### src/clr_pkg.sv
// ----------------------------------------------------------------------------
// Clipped line rasterizer package
// Shared widths, codes and the structs passed between the line stepper and
// the top level.
// ----------------------------------------------------------------------------
package clr_pkg;

    localparam int COORD_W     = 14;
    localparam int ERR_W       = 16;
    localparam int COLOR_W     = 8;
    localparam int ADDR_W      = 16;
    localparam int ORIGIN_W    = 8;
    localparam int EXTENT_W    = 9;
    localparam int CFG_IDX_W   = 2;
    localparam int CFG_DATA_W  = 9;
    localparam int IN_TDATA_W  = 64;
    localparam int OUT_TDATA_W = 24;

    // Operation codes carried in the input tuser bit.
    localparam logic OP_START = 1'b0;
    localparam logic OP_STEP  = 1'b1;

    // Per-axis move codes, two's complement.
    localparam logic [1:0] STEP_NONE = 2'b00;
    localparam logic [1:0] STEP_POS  = 2'b01;
    localparam logic [1:0] STEP_NEG  = 2'b11;

    // Configuration register indexes.
    localparam logic [CFG_IDX_W-1:0] REG_CLIP_X_ORIGIN = 2'd0;
    localparam logic [CFG_IDX_W-1:0] REG_CLIP_Y_ORIGIN = 2'd1;
    localparam logic [CFG_IDX_W-1:0] REG_CLIP_WIDTH    = 2'd2;
    localparam logic [CFG_IDX_W-1:0] REG_CLIP_HEIGHT   = 2'd3;

    typedef struct packed {
        logic               operation;
        logic [COORD_W-1:0] x_start;
        logic [COORD_W-1:0] y_start;
        logic [COORD_W-1:0] x_end;
        logic [COORD_W-1:0] y_end;
        logic [COLOR_W-1:0] pixel_color;
    } t_line_req;

    // Pixel produced by the stepper; no_line marks a step with no line active.
    typedef struct packed {
        logic [COORD_W-1:0] x;
        logic [COORD_W-1:0] y;
        logic [COLOR_W-1:0] color;
        logic               last;
        logic               no_line;
    } t_pixel;

endpackage

### src/clr_stepper.sv
// ----------------------------------------------------------------------------
// Line stepper
// Holds the Bresenham state and advances it by one pixel per transaction.
// ----------------------------------------------------------------------------
module clr_stepper (
    input  logic               i_clk,
    input  logic               i_rst_n,
    input  logic               i_accept,
    input  clr_pkg::t_line_req i_req,
    output clr_pkg::t_pixel    o_pixel
);

    localparam int CW = clr_pkg::COORD_W;
    localparam int EW = clr_pkg::ERR_W;

    logic [CW-1:0] r_cur_x, n_cur_x;
    logic [CW-1:0] r_cur_y, n_cur_y;
    logic [EW-1:0] r_err, n_err;
    logic [EW-1:0] r_diag_inc, n_diag_inc;
    logic [EW-1:0] r_str_inc, n_str_inc;
    logic [CW-1:0] r_remaining, n_remaining;
    logic [1:0]    r_diag_xs, n_diag_xs;
    logic [1:0]    r_diag_ys, n_diag_ys;
    logic [1:0]    r_str_xs, n_str_xs;
    logic [1:0]    r_str_ys, n_str_ys;
    logic [clr_pkg::COLOR_W-1:0] r_color, n_color;
    logic          r_active, n_active;
    logic          r_last, n_last;
    logic          r_no_line, n_no_line;

    logic [CW:0]   w_dx, w_dy, w_dx_neg, w_dy_neg;
    logic [CW-1:0] w_adx, w_ady, w_major, w_minor;
    logic          w_y_major;
    logic [1:0]    w_mx, w_my;

    always_comb begin
        w_dx     = {i_req.x_end[CW-1], i_req.x_end} - {i_req.x_start[CW-1], i_req.x_start};
        w_dy     = {i_req.y_end[CW-1], i_req.y_end} - {i_req.y_start[CW-1], i_req.y_start};
        w_dx_neg = (CW+1)'(0) - w_dx;
        w_dy_neg = (CW+1)'(0) - w_dy;
        w_adx    = w_dx[CW] ? w_dx_neg[CW-1:0] : w_dx[CW-1:0];
        w_ady    = w_dy[CW] ? w_dy_neg[CW-1:0] : w_dy[CW-1:0];
        // A tie in the deltas counts as x-major.
        w_y_major = w_adx < w_ady;
        w_major   = w_y_major ? w_ady : w_adx;
        w_minor   = w_y_major ? w_adx : w_ady;

        // Diagonal move when the error term is not negative.
        w_mx = r_err[EW-1] ? r_str_xs : r_diag_xs;
        w_my = r_err[EW-1] ? r_str_ys : r_diag_ys;

        n_cur_x     = r_cur_x;
        n_cur_y     = r_cur_y;
        n_err       = r_err;
        n_diag_inc  = r_diag_inc;
        n_str_inc   = r_str_inc;
        n_remaining = r_remaining;
        n_diag_xs   = r_diag_xs;
        n_diag_ys   = r_diag_ys;
        n_str_xs    = r_str_xs;
        n_str_ys    = r_str_ys;
        n_color     = r_color;
        n_active    = r_active;
        n_last      = r_last;
        n_no_line   = r_no_line;

        if (i_accept) begin
            if (i_req.operation == clr_pkg::OP_START) begin
                n_diag_xs   = w_dx[CW] ? clr_pkg::STEP_NEG : clr_pkg::STEP_POS;
                n_diag_ys   = w_dy[CW] ? clr_pkg::STEP_NEG : clr_pkg::STEP_POS;
                n_str_xs    = w_y_major ? clr_pkg::STEP_NONE : n_diag_xs;
                n_str_ys    = w_y_major ? n_diag_ys : clr_pkg::STEP_NONE;
                n_diag_inc  = {1'b0, w_minor, 1'b0} - {1'b0, w_major, 1'b0};
                n_str_inc   = {1'b0, w_minor, 1'b0};
                n_err       = {1'b0, w_minor, 1'b0} - {2'b00, w_major};
                n_cur_x     = i_req.x_start;
                n_cur_y     = i_req.y_start;
                n_color     = i_req.pixel_color;
                n_remaining = w_major;
                n_active    = w_major != '0;
                n_last      = w_major == '0;
                n_no_line   = 1'b0;
            end else if (r_active) begin
                n_cur_x     = r_cur_x + {{(CW-2){w_mx[1]}}, w_mx};
                n_cur_y     = r_cur_y + {{(CW-2){w_my[1]}}, w_my};
                n_err       = r_err + (r_err[EW-1] ? r_str_inc : r_diag_inc);
                n_remaining = r_remaining - CW'(1);
                n_active    = r_remaining != CW'(1);
                n_last      = r_remaining == CW'(1);
                n_no_line   = 1'b0;
            end else begin
                n_last    = 1'b1;
                n_no_line = 1'b1;
            end
        end
    end

    always_ff @(posedge i_clk) begin
        if (!i_rst_n) begin
            r_active <= 1'b0;
        end else begin
            r_active <= n_active;
        end
    end

    always_ff @(posedge i_clk) begin
        r_cur_x     <= n_cur_x;
        r_cur_y     <= n_cur_y;
        r_err       <= n_err;
        r_diag_inc  <= n_diag_inc;
        r_str_inc   <= n_str_inc;
        r_remaining <= n_remaining;
        r_diag_xs   <= n_diag_xs;
        r_diag_ys   <= n_diag_ys;
        r_str_xs    <= n_str_xs;
        r_str_ys    <= n_str_ys;
        r_color     <= n_color;
        r_last      <= n_last;
        r_no_line   <= n_no_line;
    end

    assign o_pixel.x       = r_cur_x;
    assign o_pixel.y       = r_cur_y;
    assign o_pixel.color   = r_color;
    assign o_pixel.last    = r_last;
    assign o_pixel.no_line = r_no_line;

endmodule

### src/clipped_line_rasterizer_top.sv
// ----------------------------------------------------------------------------
// Clipped line rasterizer
// Bresenham line engine that turns start and step transactions into clipped
// frame-buffer pixel writes.
// ----------------------------------------------------------------------------
// The block takes one transaction per clock while the output is not stalled
// and returns exactly one pixel write for each. The stepper registers its
// updated state, and the clip test and the row-pitch multiply then work
// on that registered pixel and are captured in the output
// register. A start transaction loads both endpoints and the color and emits
// the first pixel; each step transaction emits the next one, with tlast on the
// final pixel. A step with no line in progress returns a zero write with tlast
// set. Clipped pixels carry write enable low. Configuration may be written only
// while no transaction is in flight.
module clipped_line_rasterizer_top #(
    parameter int ROW_PITCH = 256
) (
    input  logic                              i_clk,
    input  logic                              i_rst_n,
    // Input stream
    input  logic                              s_axis_tvalid,
    output logic                              s_axis_tready,
    // tdata: x_start[13:0], y_start[27:14], x_end[41:28], y_end[55:42],
    //        pixel_color[63:56]
    input  logic [clr_pkg::IN_TDATA_W-1:0]    s_axis_tdata,
    // tuser: operation
    input  logic                              s_axis_tuser,
    // Output stream
    output logic                              m_axis_tvalid,
    input  logic                              m_axis_tready,
    // tdata: write_address[15:0], write_color[23:16]
    output logic [clr_pkg::OUT_TDATA_W-1:0]   m_axis_tdata,
    // tuser: write_enable
    output logic                              m_axis_tuser,
    output logic                              m_axis_tlast,
    // Configuration write port
    input  logic                              i_cfg_we,
    input  logic [clr_pkg::CFG_IDX_W-1:0]     i_cfg_index,
    input  logic [clr_pkg::CFG_DATA_W-1:0]    i_cfg_data
);

    localparam int CW = clr_pkg::COORD_W;
    localparam int AW = clr_pkg::ADDR_W;
    localparam logic [AW-1:0] PITCH = AW'(ROW_PITCH);

    logic [clr_pkg::ORIGIN_W-1:0] r_clip_x, r_clip_y;
    logic [clr_pkg::EXTENT_W-1:0] r_clip_w, r_clip_h;

    logic               w_accept;
    logic               w_advance;
    logic               r_s1_valid;
    clr_pkg::t_line_req w_req;
    clr_pkg::t_pixel    w_pix;

    logic [AW-1:0]      w_row;
    logic [2*AW-1:0]    w_prod;
    logic [AW-1:0]      w_addr;
    logic               w_visible;

    logic                         r_out_valid;
    logic [AW-1:0]                r_out_addr;
    logic [clr_pkg::COLOR_W-1:0]  r_out_color;
    logic                         r_out_we;
    logic                         r_out_last;

    assign w_req.operation   = s_axis_tuser;
    assign w_req.x_start     = s_axis_tdata[13:0];
    assign w_req.y_start     = s_axis_tdata[27:14];
    assign w_req.x_end       = s_axis_tdata[41:28];
    assign w_req.y_end       = s_axis_tdata[55:42];
    assign w_req.pixel_color = s_axis_tdata[63:56];

    // The stepper state holds while its pixel waits, so input stalls only when
    // both the pixel stage and the output register are full and blocked.
    assign w_advance     = r_s1_valid && (!r_out_valid || m_axis_tready);
    assign s_axis_tready = !r_s1_valid || !r_out_valid || m_axis_tready;
    assign w_accept      = s_axis_tvalid && s_axis_tready;

    clr_stepper u_stepper (
        .i_clk    (i_clk),
        .i_rst_n  (i_rst_n),
        .i_accept (w_accept),
        .i_req    (w_req),
        .o_pixel  (w_pix)
    );

    // Address is formed modulo 2^16, so negative coordinates wrap naturally.
    always_comb begin
        w_row     = {{(AW-CW){w_pix.y[CW-1]}}, w_pix.y} + {{(AW-clr_pkg::ORIGIN_W){1'b0}}, r_clip_y};
        w_prod    = w_row * PITCH;
        w_addr    = w_prod[AW-1:0] + {{(AW-CW){w_pix.x[CW-1]}}, w_pix.x}
                    + {{(AW-clr_pkg::ORIGIN_W){1'b0}}, r_clip_x};
        w_visible = !w_pix.x[CW-1] && !w_pix.y[CW-1]
                    && (w_pix.x < {{(CW-clr_pkg::EXTENT_W){1'b0}}, r_clip_w})
                    && (w_pix.y < {{(CW-clr_pkg::EXTENT_W){1'b0}}, r_clip_h});
    end

    always_ff @(posedge i_clk) begin
        if (!i_rst_n) begin
            r_s1_valid  <= 1'b0;
            r_out_valid <= 1'b0;
        end else begin
            if (w_accept) begin
                r_s1_valid <= 1'b1;
            end else if (w_advance) begin
                r_s1_valid <= 1'b0;
            end
            if (w_advance) begin
                r_out_valid <= 1'b1;
            end else if (m_axis_tready) begin
                r_out_valid <= 1'b0;
            end
        end
    end

    always_ff @(posedge i_clk) begin
        if (w_advance) begin
            if (w_pix.no_line) begin
                r_out_addr  <= '0;
                r_out_color <= '0;
                r_out_we    <= 1'b0;
            end else begin
                r_out_addr  <= w_addr;
                r_out_color <= w_pix.color;
                r_out_we    <= w_visible;
            end
            r_out_last <= w_pix.last;
        end
    end

    always_ff @(posedge i_clk) begin
        if (!i_rst_n) begin
            r_clip_x <= '0;
            r_clip_y <= '0;
            r_clip_w <= 9'd256;
            r_clip_h <= 9'd224;
        end else if (i_cfg_we) begin
            case (i_cfg_index)
                clr_pkg::REG_CLIP_X_ORIGIN: r_clip_x <= i_cfg_data[clr_pkg::ORIGIN_W-1:0];
                clr_pkg::REG_CLIP_Y_ORIGIN: r_clip_y <= i_cfg_data[clr_pkg::ORIGIN_W-1:0];
                clr_pkg::REG_CLIP_WIDTH:    r_clip_w <= i_cfg_data;
                clr_pkg::REG_CLIP_HEIGHT:   r_clip_h <= i_cfg_data;
                default: begin
                end
            endcase
        end
    end

    assign m_axis_tvalid = r_out_valid;
    assign m_axis_tdata  = {r_out_color, r_out_addr};
    assign m_axis_tuser  = r_out_we;
    assign m_axis_tlast  = r_out_last;

endmodule

### config.mk
export PLATFORM = sky130hd
export DESIGN_NAME = clipped_line_rasterizer_top
export DESIGN_NICKNAME = d
export VERILOG_FILES = /design/src/clr_pkg.sv /design/src/clr_stepper.sv /design/src/clipped_line_rasterizer_top.sv
export SDC_FILE = /design/constraint.sdc
export NUM_CORES = 1
export LEC_CHECK = 0
export BUFFER_PORTS_ARGS = -buffer_cell sky130_fd_sc_hd__buf_2
export CAP_MARGIN = 20
export CORE_ASPECT_RATIO = 0.75
export CORE_MARGIN = 10
export CORE_UTILIZATION = 45
export DETAILED_ROUTE_END_ITERATION = 12
export PLACE_DENSITY = 0.65
export SLEW_MARGIN = 20
export SYNTH_ARGS = -nofsm -noshare
export SYNTH_HDL_FRONTEND = slang
export SYNTH_SLANG_ARGS = --single-unit
### constraint.sdc
create_clock -name i_clk -period 8.15 [get_ports i_clk]
set_input_delay 0.4075 -clock i_clk [delete_from_list [all_inputs] [get_ports i_clk]]
set_output_delay 0.4075 -clock i_clk [all_outputs]
set_load 0.02 [all_outputs]
# Yosys cells after proc, flatten, opt, wreduce, memory -nomap -nowiden
# Cells that the tools add are included.
# word_totals
regBits	169
inputBits	81
out_inout_bits	28
wordCells	96
# classes
addsub	13
magnitude_cmp	3
n_eq_ne	6
muxes	26
bitwise_logic	1
n_reduce_logical	23
# op_table
op	n
$mux 14	10
$mux 16	3
$add 16x16->16	2
$sub 14x14->15	2
$add 14x14->14	2
$lt 14x9->1	2
$sub 1x14->14 const A	2
$add 16x8->16	1
$sub 15x14->16	1
$sub 15x15->16	1
$eq 14x1->1 const B	1
$logic_not 14->1	1
$lt 14x14->1	1
$ne 14x1->1 const B	1
$reduce_bool 14->1	1
$sub 14x1->14 const B	1
$reduce_and 2->1	6
$mux 1	9
$add 8x8->8	1
$mux 2	4
$logic_and 1x1->1	5
$eq 2x2->1 const B	2
$logic_not 1->1	4
$reduce_bool 2->1	2
other kinds (5)	7

# Logic depth before layout (Yosys ltp)
# Gate-level depths: netlist (run 1).
# depth
depth_word	7
ltp_mapped	41
ltp_nobuf	36

# Modules after synthesis
# A second synthesis (run 1) with hierarchy kept.
# unflattened
hier_cells	1480
area_unflattened_um2	13549.2
# by_module_without_submodules
mod	n_inst	cells_each	area_each_um2	seq_area_each_um2
clr_stepper	1	1108	9913.3	3083.0
clipped_line_rasterizer_top	1	372	3636.0	1501.4

# Worst setup path before layout (run 1)
# OpenSTA, ideal clock, no wires.
# synth_timing
kind	input port to flip-flop
from	input s_axis_tdata[28] (netlist bit)
to	register u_stepper.r_err[14], data pin
setup_time_ps	272
t_arrival_ps	7351
t_required_ps	7878
path_slack_ps	528
path_stages	38
n_path_buf	5
cell_sequence	inv_1 ha_1 fa_1 nand2b_1 a211oi_1 o31ai_1 and2_1 a2bb2oi_1 clkbuf_1 nor2_1 xor2_1 inv_1 ha_1 and2_1 o21ai_0 a21boi_0 o31a_1 o311ai_0 (+2 left out) inv_6 buf_12 buf_4 buf_2 buf_1 o21ai_0 fa_1 a21oi_1 o21ai_0 nand2_1 mux2i_1 o211a_1 nor3_2 o21ai_2 o31ai_4 o21ai_1 xor2_1 mux2i_1
# synth_via
elab_chain_len	7
elab_cells_between_ends	8
classes_between	add/sub: 3; order compare: 1; mux: 4
# synth_lines
element	line	text
start: declaration	clipped_line_rasterizer_top.sv:25	input logic [clr_pkg::IN_TDATA_W-1:0] s_axis_tdata,
$sub 14x14->15 (*)	clr_stepper.sv:37	w_dx = {i_req.x_end[CW-1], i_req.x_end} - {i_req.x_start[CW-1], i_req.x_start};
$sub 1x14->14	clr_stepper.sv:39	w_dx_neg = (CW+1)'(0) - w_dx;
$mux 14 (*)	clr_stepper.sv:41	w_adx = w_dx[CW] ? w_dx_neg[CW-1:0] : w_dx[CW-1:0];
$lt 14x14->1	clr_stepper.sv:44	w_y_major = w_adx < w_ady;
$mux 14 (on tied branches)	clr_stepper.sv:46, clr_stepper.sv:45	
$sub 15x14->16 (*)	clr_stepper.sv:75	n_err = {1'b0, w_minor, 1'b0} - {2'b00, w_major};
$mux 16 (*)	clr_stepper.sv:68	if (i_req.operation == clr_pkg::OP_START) begin
end signal: assignment	clr_stepper.sv:109	r_err <= n_err;
end: declaration	clr_stepper.sv:18	logic [EW-1:0] r_err, n_err;
# Mark *: on every way between the ends. The rest lies on a longest branch, timed or not.
# A chain may end at the register's enable or synchronous reset.

# Worst setup path in the final report (run 1)
# layout_timing
from	input s_axis_tdata[42] (netlist bit)
to	register u_stepper.r_err[14], data pin
# layout_via
elab_chain_len	7
elab_cells_between_ends	8
classes_between	add/sub: 3; order compare: 1; mux: 4
# layout_lines
element	line	text
$sub 14x14->15 (*)	clr_stepper.sv:38	w_dy = {i_req.y_end[CW-1], i_req.y_end} - {i_req.y_start[CW-1], i_req.y_start};
$sub 1x14->14	clr_stepper.sv:40	w_dy_neg = (CW+1)'(0) - w_dy;
$mux 14 (*)	clr_stepper.sv:42	w_ady = w_dy[CW] ? w_dy_neg[CW-1:0] : w_dy[CW-1:0];
$lt 14x14->1	clr_stepper.sv:44	
$mux 14 (on tied branches)	clr_stepper.sv:46, clr_stepper.sv:45	
$sub 15x14->16 (*)	clr_stepper.sv:75	
$mux 16 (*)	clr_stepper.sv:68	
# Marked as above.

==> summary by stage, run 1 <==
Timing
The final worst-path cycle share is 91.1%. The slew at the pin closest to its max-slew limit is 987 ps. The number of endpoints failing setup at the final stage is 0. Setup repair after global routing left no endpoint under its margin. In this run the tightest slew margin relative to its limit is 34.2%. On the final layout, the worst clock skew is 12.8 ps. The routed design could run at a clock period as short as 7430 ps.

The max-slew violation total from the final report is 0. The count of endpoints failing hold in the final timing report is 0. The final-layout setup total negative slack is 0 ps. Based on the critical path, the design can be clocked at up to 135 MHz.

Clocking
The post-CTS clock slew at the launch and capture registers of the worst setup and hold paths is 80 ps. The number of buffers created by CTS is 17. The number of hold buffers added after cts is 0. After clock tree synthesis, the repair step resized 0 gates. The number of clock sinks is 165. The later-pin clock latency in the skew report is 450 ps. The clock tree synthesis step divided the H-tree into 4 levels. The longest clock path from root to sink contains 2 buffers. The clock root buffer master is clkbuf_16. The setup fix buffers added after clock tree synthesis is 0. The CTS tree is done.

Synth
The number of register bits inferred by synthesis is 165. The share of the synthesized area in the top cell type is 28.9%. By area the synthesized netlist is led by edfxtp_1 (29%), ha_1 (13%), xnor2_1 (5.8%), dfxtp_1 (5.6%), a21oi_1 (4.3%).

The post-synthesis average cell area is 9.19 sq um. The count of unique library cells instantiated by Yosys is 85. For this run, the number of Yosys warnings is 0. In this run, synthesis inferred 128 flip-flops with an integrated enable.

When the netlist entered floorplanning its net count stood at 1672. The summed instance area of the synthesized netlist is 13300 sq um. The share of synthesized area occupied by flip-flops and latches is 34.5%.

In the synthesized netlist the dominant register cell turns out to be edfxtp_1. The async set or reset register ratio after synthesis is 0%. The gate count after technology mapping is 1448.

The most repeated cell in the gate-level netlist after synthesis is ha_1. The library cell with the largest summed area after synthesis is edfxtp_1. By count the netlist is led by ha_1 (135), nand2_1 (130), edfxtp_1 (128), inv_1 (121), a21oi_1 (115).

Floorplan
The initial core utilization is 45.7%. During I/O placement, the number of pins put on the boundary was 109. The die outline width is 219 um. In this run the vertical extent of the chip is 169 um. The overall die area is 36900 sq um.

The area of the placeable core is 29100 sq um. The count of standard-cell rows is 54.

Route
The final layout contains routed wiring with a total length of 36.5 mm. The routed layout has 10860 vias. In the routed design, unresolved DRC markers number 0.

The number of DRC markers after the initial detailed-route iteration is 912. The number of nets still failing antenna checks after routing is 0. Using the TritonRoute via totals, the vias-per-cell ratio works out to 5.54. The first detailed-routing pass took 5 iterations.

In the final routed layout, each cell accounts on average for 18.6 um.

Setup path
By instance count, the cell type seen most on the critical path is a21oi_1. The required arrival time at the worst endpoint is 8320 ps. The startpoint class of the critical path is an input port. The critical path's top delay family is compound AO/OA/AOI/OAI gates. In this run the worst path has a maximum fanout of 24. The arrival time reported for the critical path endpoint is 7600 ps.

The cell with the largest stage delay on the worst path is a41o_1. In this design, the stage delay of the slowest critical-path cell is 450 ps. The kind of end point of the critical path is a flip-flop.

The worst path buffer plus inverter count is 4. The critical path is of the input port to flip-flop type.

Global routing
The number of antenna violations at the first check in global routing is 0. The total congestion overflow is 0. The first-pass GRT wire length is 57.2 mm. Across every metal layer, demand over resource in global routing totals 19.6%. The via count of the first global-routing pass was 10183. The largest net degree at the start of global routing is 72.

Status
The flow ran to the end, and the final reports show no timing, DRC or antenna violations.

Layout
The final-layout fill cell count is 2691. The diode insertion count for antenna repair is 0. The final layout net count is 1781. In the final layout, the share of cells above drive strength 1 is 13.6%. The post-route standard cell area excluding fillers is 14900 sq um. Summing all flip-flop and latch instances after layout gives 4580 sq um. Summing all multi-input logic gate instances after layout gives 8090 sq um. Compared with the post-synthesis result, the final layout area differs by 12.4%.

Min path
The worst min-delay path category is input port to flip-flop.

Flow run
The max-capacitance violation count is 0.

Placement
The routability-driven placement congestion ratio is 0.920. Port buffering added 108 buffers. After detailed placement, the total cell area comes to 14300 sq um.

After legalization and detailed placement, the total HPWL measured 28.9 mm.

Pwr
The power per unit of standard cell area is 352 nW/um^2. Across the VDD grid, the largest voltage drop is 0.184 mV. The leakage component of the power is 0.00630 uW.
==> registers in the layout (all words and copies together) (netlist names) <==
| signal | cells |
|---|---|
| u_stepper.r_last | 1 |
| u_stepper.r_remaining | 14 |
| r_clip_y | 8 |
| r_out_addr | 16 |
| u_stepper.r_cur_x | 14 |
| u_stepper.r_cur_y | 14 |
| u_stepper.r_active | 1 |
| u_stepper.r_err | 15 |
| m_axis_tvalid | 1 |
| u_stepper.r_str_inc | 14 |
| u_stepper.r_diag_ys | 1 |
| r_clip_x | 8 |
| m_axis_tlast | 1 |
| u_stepper.r_no_line | 1 |
| r_clip_w | 9 |
| u_stepper.r_diag_xs | 1 |
| u_stepper.r_str_ys | 2 |
| r_clip_h | 9 |
| r_out_color | 8 |
| u_stepper.r_str_xs | 2 |
| r_s1_valid | 1 |
| m_axis_tuser | 1 |
| u_stepper.r_color | 8 |
| u_stepper.r_diag_inc | 15 |
==> final timing paths <==
path | cells past startpoint | slack, ps | to | from
hold reg to reg | 0 | 430 | m_axis_tlast$_DFFE_PP_ | u_stepper.r_last$_DFFE_PP_
hold / removal | 1 | 150 | u_stepper.r_color[7]$_DFFE_PP_ | s_axis_tdata[63]
setup / recovery | 35 | 720 | u_stepper.r_err[14]$_DFFE_PP_ | s_axis_tdata[42]
setup reg to reg | 19 | 3440 | u_stepper.r_cur_y[13]$_DFFE_PP_ | u_stepper.r_err[15]$_DFFE_PP_
==> per-layer routing <==
layer / track usage, % / vias to the layer above / wire length [um]
li1: - / 5363 / -
met1: 30.8 / 5150 / 19100
met2: 26.8 / 329 / 14300
met3: 4.08 / 18 / 2760
met4: 3.37 / 0 / 281
met5: 0 / - / 0
==> layout by cell type (no fill, tap or decap), drive strengths merged, types with 14 or more instances in the layout <==
cell type,synthesis,final
mux2i,38,38
xnor2,88,88
a21boi,24,24
a21oi,118,118
o21bai,29,29
nor2b,47,47
buf,14,132
nand2b,22,22
nor2,110,110
inv,122,127
nand2,130,130
o21ai,90,90
edfxtp,128,128
nor3,19,19
mux2,17,17
and2,14,14
clkbuf,28,18
ha,135,135
a21o,20,20
xor2,43,43
dfxtp,37,37
==> cell families after synthesis <==
group	after synthesis	share of synthesized area, %
buffers and inverters	165	4.89
AOI/OAI and AO/OA	372	18.3
DFF	165	34.5
xor gates and xnor gates	131	8.68
adders and majority gates	147	14.2
muxes	55	4.33
and+or+nand+nor	413	15.1
==> metrics by stage <==
| stage | hold slack [ps] | util (%) | setup slack (ps) | instances | total power, uW |
|---|---|---|---|---|---|
| 2_1_floorplan | 400 | - | 528 | 1448 | 3620 |
| 6_report | 146 | 51.3 | 724 | 1962 | 5270 |
| 5_1_grt | 123 | 51.3 | 51.7 | 1962 | 5700 |
| 3_5_place_dp | 414 | 49.3 | 314 | 1930 | 4380 |
| 4_1_cts | 127 | 51.3 | 778 | 1962 | 5250 |
| 3_3_place_gp | 411 | 49.3 | 542 | 1930 | 4350 |
==> layout make-up <==
class / instances / area share (%)
Inverter: 123 / 3.12
Multi-Input combinational cell: 1118 / 54.1
Tap cell: 392 / 3.28
Clock inverter: 14 / 1.14
Clock buffer: 18 / 2.87
Sequential cell: 165 / 30.7
Timing Repair Buffer: 132 / 4.82
==> worst register-to-register path: stages (launching register included) <==
cell,delay [ps]
edfxtp_1,330
buf_4,320
mux2i_1,580
inv_1,410
ha_1,400
a21o_1,180
a21oi_1,240
o21bai_1,100
a21oi_1,250
o21bai_1,110
a21oi_1,240
o21bai_1,100
a21oi_1,250
o21bai_1,100
a21oi_1,240
o21bai_1,110
a21oi_1,230
xnor2_1,100
nand2_1,60
o21ai_0,90
==> power by group <==
part	switching (uW)	internal, uW
Sequential	79.6	1180
Clock	388	461
Combinational	1840	1320
Total	2310	2960
(Power assumes the default switching activity.)
==> run 2: changes to the inputs <==
--- a/config.mk
+++ b/config.mk
@@ -12,5 +12,7 @@
 export CORE_UTILIZATION = 45
 export DETAILED_ROUTE_END_ITERATION = 12
+export GPL_TIMING_DRIVEN = 0
 export PLACE_DENSITY = 0.65
+export SKIP_LAST_GASP = 1
 export SLEW_MARGIN = 20
 export SYNTH_ARGS = -nofsm -noshare
==> constraint.sdc (replaced) <==
create_clock -name i_clk -period 8.15 [get_ports i_clk]
set_input_delay 2.445 -clock i_clk [delete_from_list [all_inputs] [get_ports i_clk]]
set_output_delay 2.445 -clock i_clk [all_outputs]
set_load 0.02 [all_outputs]
==> run 2 against run 1 <==
The flow now finishes with violations (negative setup slack). Via count rose by 7.9%. Highest routed layer is now met5. Non-clock buffer count rose by 123. Clock power grew 5.7%. Final area increased by 15%. Worst hold slack improved by 280 ps. Flip-flop and latch count unchanged.
==> summary by stage, run 2 (same netlist as run 1, synthesis figures left out) <==
Timing
The final critical delay including setup and external delays was 8500 ps (was 7430 ps). The max-slew violation total from the final report is 0 (unchanged). The final worst-path cycle share is 104% (was 91.1%).

The count of endpoints failing hold in the final timing report came to 0 (unchanged). The worst slew margin relative to its limit came to 22.5% (was 34.2%). The number of endpoints failing setup at the final stage is 9 (was 0). The highest attainable clock frequency is 118 MHz (was 135 MHz). The worst setup margin is -348 ps (was 724 ps). Setup repair after global routing missed its margin: yes (was no). The worst-case clock skew is 16.2 ps (was 12.8 ps). The final-layout setup total negative slack is -2120 ps (was 0 ps). The slew at the pin closest to its max-slew limit came to 1160 ps (was 987 ps).

Placement
The number of I/O port buffers is 107 (was 108). The detailed placer's ending HPWL is 30.6 mm (was 28.9 mm). The post-detailed-placement cell area was 14800 sq um (was 14300 sq um).

The number of placed instances, taps included is 1952 (was 1930). The pre-CTS setup slack came to -2200 ps (was 314 ps). The routability-driven placement congestion ratio was 0.890 (was 0.920).

Clocking
The post-CTS clock slew at the launch and capture registers of the worst setup and hold paths is 80 ps (about the same). The later-pin clock latency in the skew report is 450 ps (about the same). The number of clock sinks is 165 (unchanged). The number of buffers created by CTS is 17 (unchanged). The number of buffers between clock root and the deepest sink is 2 (unchanged). The CTS tree is done (unchanged).

The maximum level of the CTS H-tree is 4 (unchanged). The number of hold buffers added after cts was 0 (unchanged). The clock root buffer master is clkbuf_16 (unchanged).

Global routing
The global routing usage summed across all routing layers is 21.8% (was 19.6%). The first-pass GRT wire length is 63.4 mm (was 57.2 mm). The largest net degree at the start of global routing is 26 (was 72). The number of antenna violations at the first check in global routing is 1 (was 0). The via count of the first global-routing pass was 11337 (was 10183). The total congestion overflow is 0 (unchanged).

Setup path
The register-to-register path setup slack came to 2530 ps (was 3440 ps). The required arrival time at the worst endpoint is 8310 ps (was 8320 ps). The worst flop-to-flop path endpoint is u_stepper.r_err[14]$_DFFE_PP_ (was u_stepper.r_cur_y[13]$_DFFE_PP_). The start-to-end type of the worst setup path is input port to flip-flop (unchanged). The startpoint of the lowest-slack register-to-register path is u_stepper.r_err[15]$_DFFE_PP_ (unchanged). The startpoint of the most critical setup path is s_axis_tdata[42] (unchanged).

The worst-path maximum fanout came to 8 (was 24). The termination of the worst setup path was u_stepper.r_err[14]$_DFFE_PP_ (unchanged). The cell with the largest stage delay on the worst path is fa_2 (was a41o_1). The kind of end point of the critical path is a flip-flop (unchanged).

The startpoint class of the critical path is an input port (unchanged). The number of cell instances on the worst register-to-register path is 20 (was 19). The arrival time reported for the critical path endpoint came to 8660 ps (was 7600 ps). The maximum single-stage delay on the critical path is 430 ps (was 450 ps).

Pwr
The fraction of power spent switching nets was 43.1% (was 43.8%). The internal power of the cells was 3650 uW (was 2960 uW). The relative contribution of combinational cells to total power is 66.4% (was 59.9%). The clock network power share is 14.0% (was 16.1%).

The power per unit of standard cell area is 373 nW/um^2 (was 352 nW/um^2). The sequential share of power is 19.6% (was 24.0%). The peak supply drop came to 0.223 mV (was 0.184 mV). The net switching power is 2770 uW (was 2310 uW). The leakage component of the power came to 0.00714 uW (was 0.00630 uW).

Route
The wire length per cell is 19.9 um (was 18.6 um). The routed via count came to 11723 (was 10860). The number of nets still failing antenna checks after routing is 0 (unchanged).

The number of DRC markers after the initial detailed-route iteration is 1040 (was 912). The wire length after detailed routing is 41.5 mm (was 36.5 mm). The via-per-instance ratio came to 5.62 (was 5.54). The residual DRC count is 0 (unchanged).

The length of the first detailed-routing pass in iterations is 6 (was 5).

Layout
The final-layout fill cell count is 2457 (was 2691). The sequential cell area is 4580 sq um (unchanged). The number of standard cells in the layout, taps in and fillers out is 2085 (was 1962).

The most flop-heavy register is r_out_addr (unchanged). The flip-flop count of the largest register, all copies and words added came to 16 (unchanged). The fraction of layout cells with a size suffix above 1 was 27.8% (was 13.6%).

Most frequent cells in the layout: edfxtp_1 (128), nand2_1 (124), ha_1 (116), inv_1 (107), buf_2 (104) (was ha_1 (135), nand2_1 (130), edfxtp_1 (128), inv_1 (121), a21oi_1 (115)). Largest registers in the final layout: r_out_addr (16), u_stepper.r_diag_inc (15), u_stepper.r_err (15) (unchanged). The combined area of the multi-input logic cells is 9200 sq um (was 8090 sq um). The share of the core filled with cells in the final layout came to 59.0% (was 51.3%). The diode insertion count for antenna repair is 0 (unchanged). The area overhead of the layout relative to synthesis is 29.2% (was 12.4%). The post-route standard cell area excluding fillers is 17200 sq um (was 14900 sq um).

The final layout net count is 1904 (was 1781). The leading cell type in the layout, fill and taps excluded is edfxtp_1 (was ha_1).

Status
The final reports fail on negative setup slack. Status: complete, but fails checks (was complete, no violations).

Floorplan
The die outline width is 219 um (unchanged). The area of the placeable core was 29100 sq um (unchanged). The initial core utilization came to 45.7% (unchanged). The count of standard-cell rows is 54 (unchanged). The die boundary height came to 169 um (unchanged). The count of pins on the block boundary is 109 (unchanged). The overall die area is 36900 sq um (unchanged).

Min path
The worst min-delay path category was flip-flop to flip-flop (was input port to flip-flop). The worst hold path startpoint is u_stepper.r_last$_DFFE_PP_ (was s_axis_tdata[63]).

Flow run
The max-capacitance violation count came to 0 (unchanged).
==> run 2: routing by layer <==
metal	vias to the layer above	track usage [%]	routed length, um
li1	5619	-	-
met1	5619	32.3	20100
met2	434	31.6	17300
met3	49	4.35	3440
met4	2	5.39	643
met5	-	0	13
==> run 2: per-stage QoR <==
step           hold WS (ps)  total power, uW
6_report                424             6410
5_1_grt                 433             6810
4_1_cts                 425             6040
3_5_place_dp            408             4470
3_3_place_gp            404             4380
2_1_floorplan           400             3730
==> run 2: power by group through the flow <==
| stage | Combinational, uW | Sequential [uW] | Clock [uW] |
|---|---|---|---|
| finish | 4260 | 1260 | 897 |
| detailed placement | 3190 | 1270 | 0 |
| floorplan | 2470 | 1260 | 0 |
| global placement | 3110 | 1270 | 0 |
| global route | 4600 | 1270 | 937 |
| CTS | 3880 | 1260 | 902 |
==> run 2: final cells by class <==
type	count	area share (%)
inverter	123	2.91
clock buffer	17	2.48
sequential	165	26.7
timing repair buffer	218	8.77
buffer	37	1.57
clock inverter	15	1.22
tap	392	2.85
multi-input combinational	1118	53.5
==> run 2: how the worst min path moves through the flow <==
stage	end	slack [ps]	cells past startpoint
after global placement	m_axis_tlast$_DFFE_PP_	400	0
after detailed placement	m_axis_tlast$_DFFE_PP_	410	0
final	m_axis_tlast$_DFFE_PP_	420	0
after global routing	m_axis_tlast$_DFFE_PP_	430	0
after floorplan	m_axis_tlast$_DFFE_PP_	400	0
after CTS	m_axis_tlast$_DFFE_PP_	430	0
==> run 2: what timing repair did <==
action / CTS / global route
buffers inserted: 78 / 31
endpoints found under the setup margin: 29 / 21
pin swaps: 75 / 33
cloned: 1 / 0
resized for setup: 143 / 60
==> run 2: worst max-delay path: cells and delay by family <==
kind                       cells  cell delay, ps
AOI/OAI and AO/OA             19            2910
buffers and inverters          9             970
muxes                          2             190
adders and majority gates      4            1170
and+or+nand+nor                4             560
xor gates and xnor gates       2             350
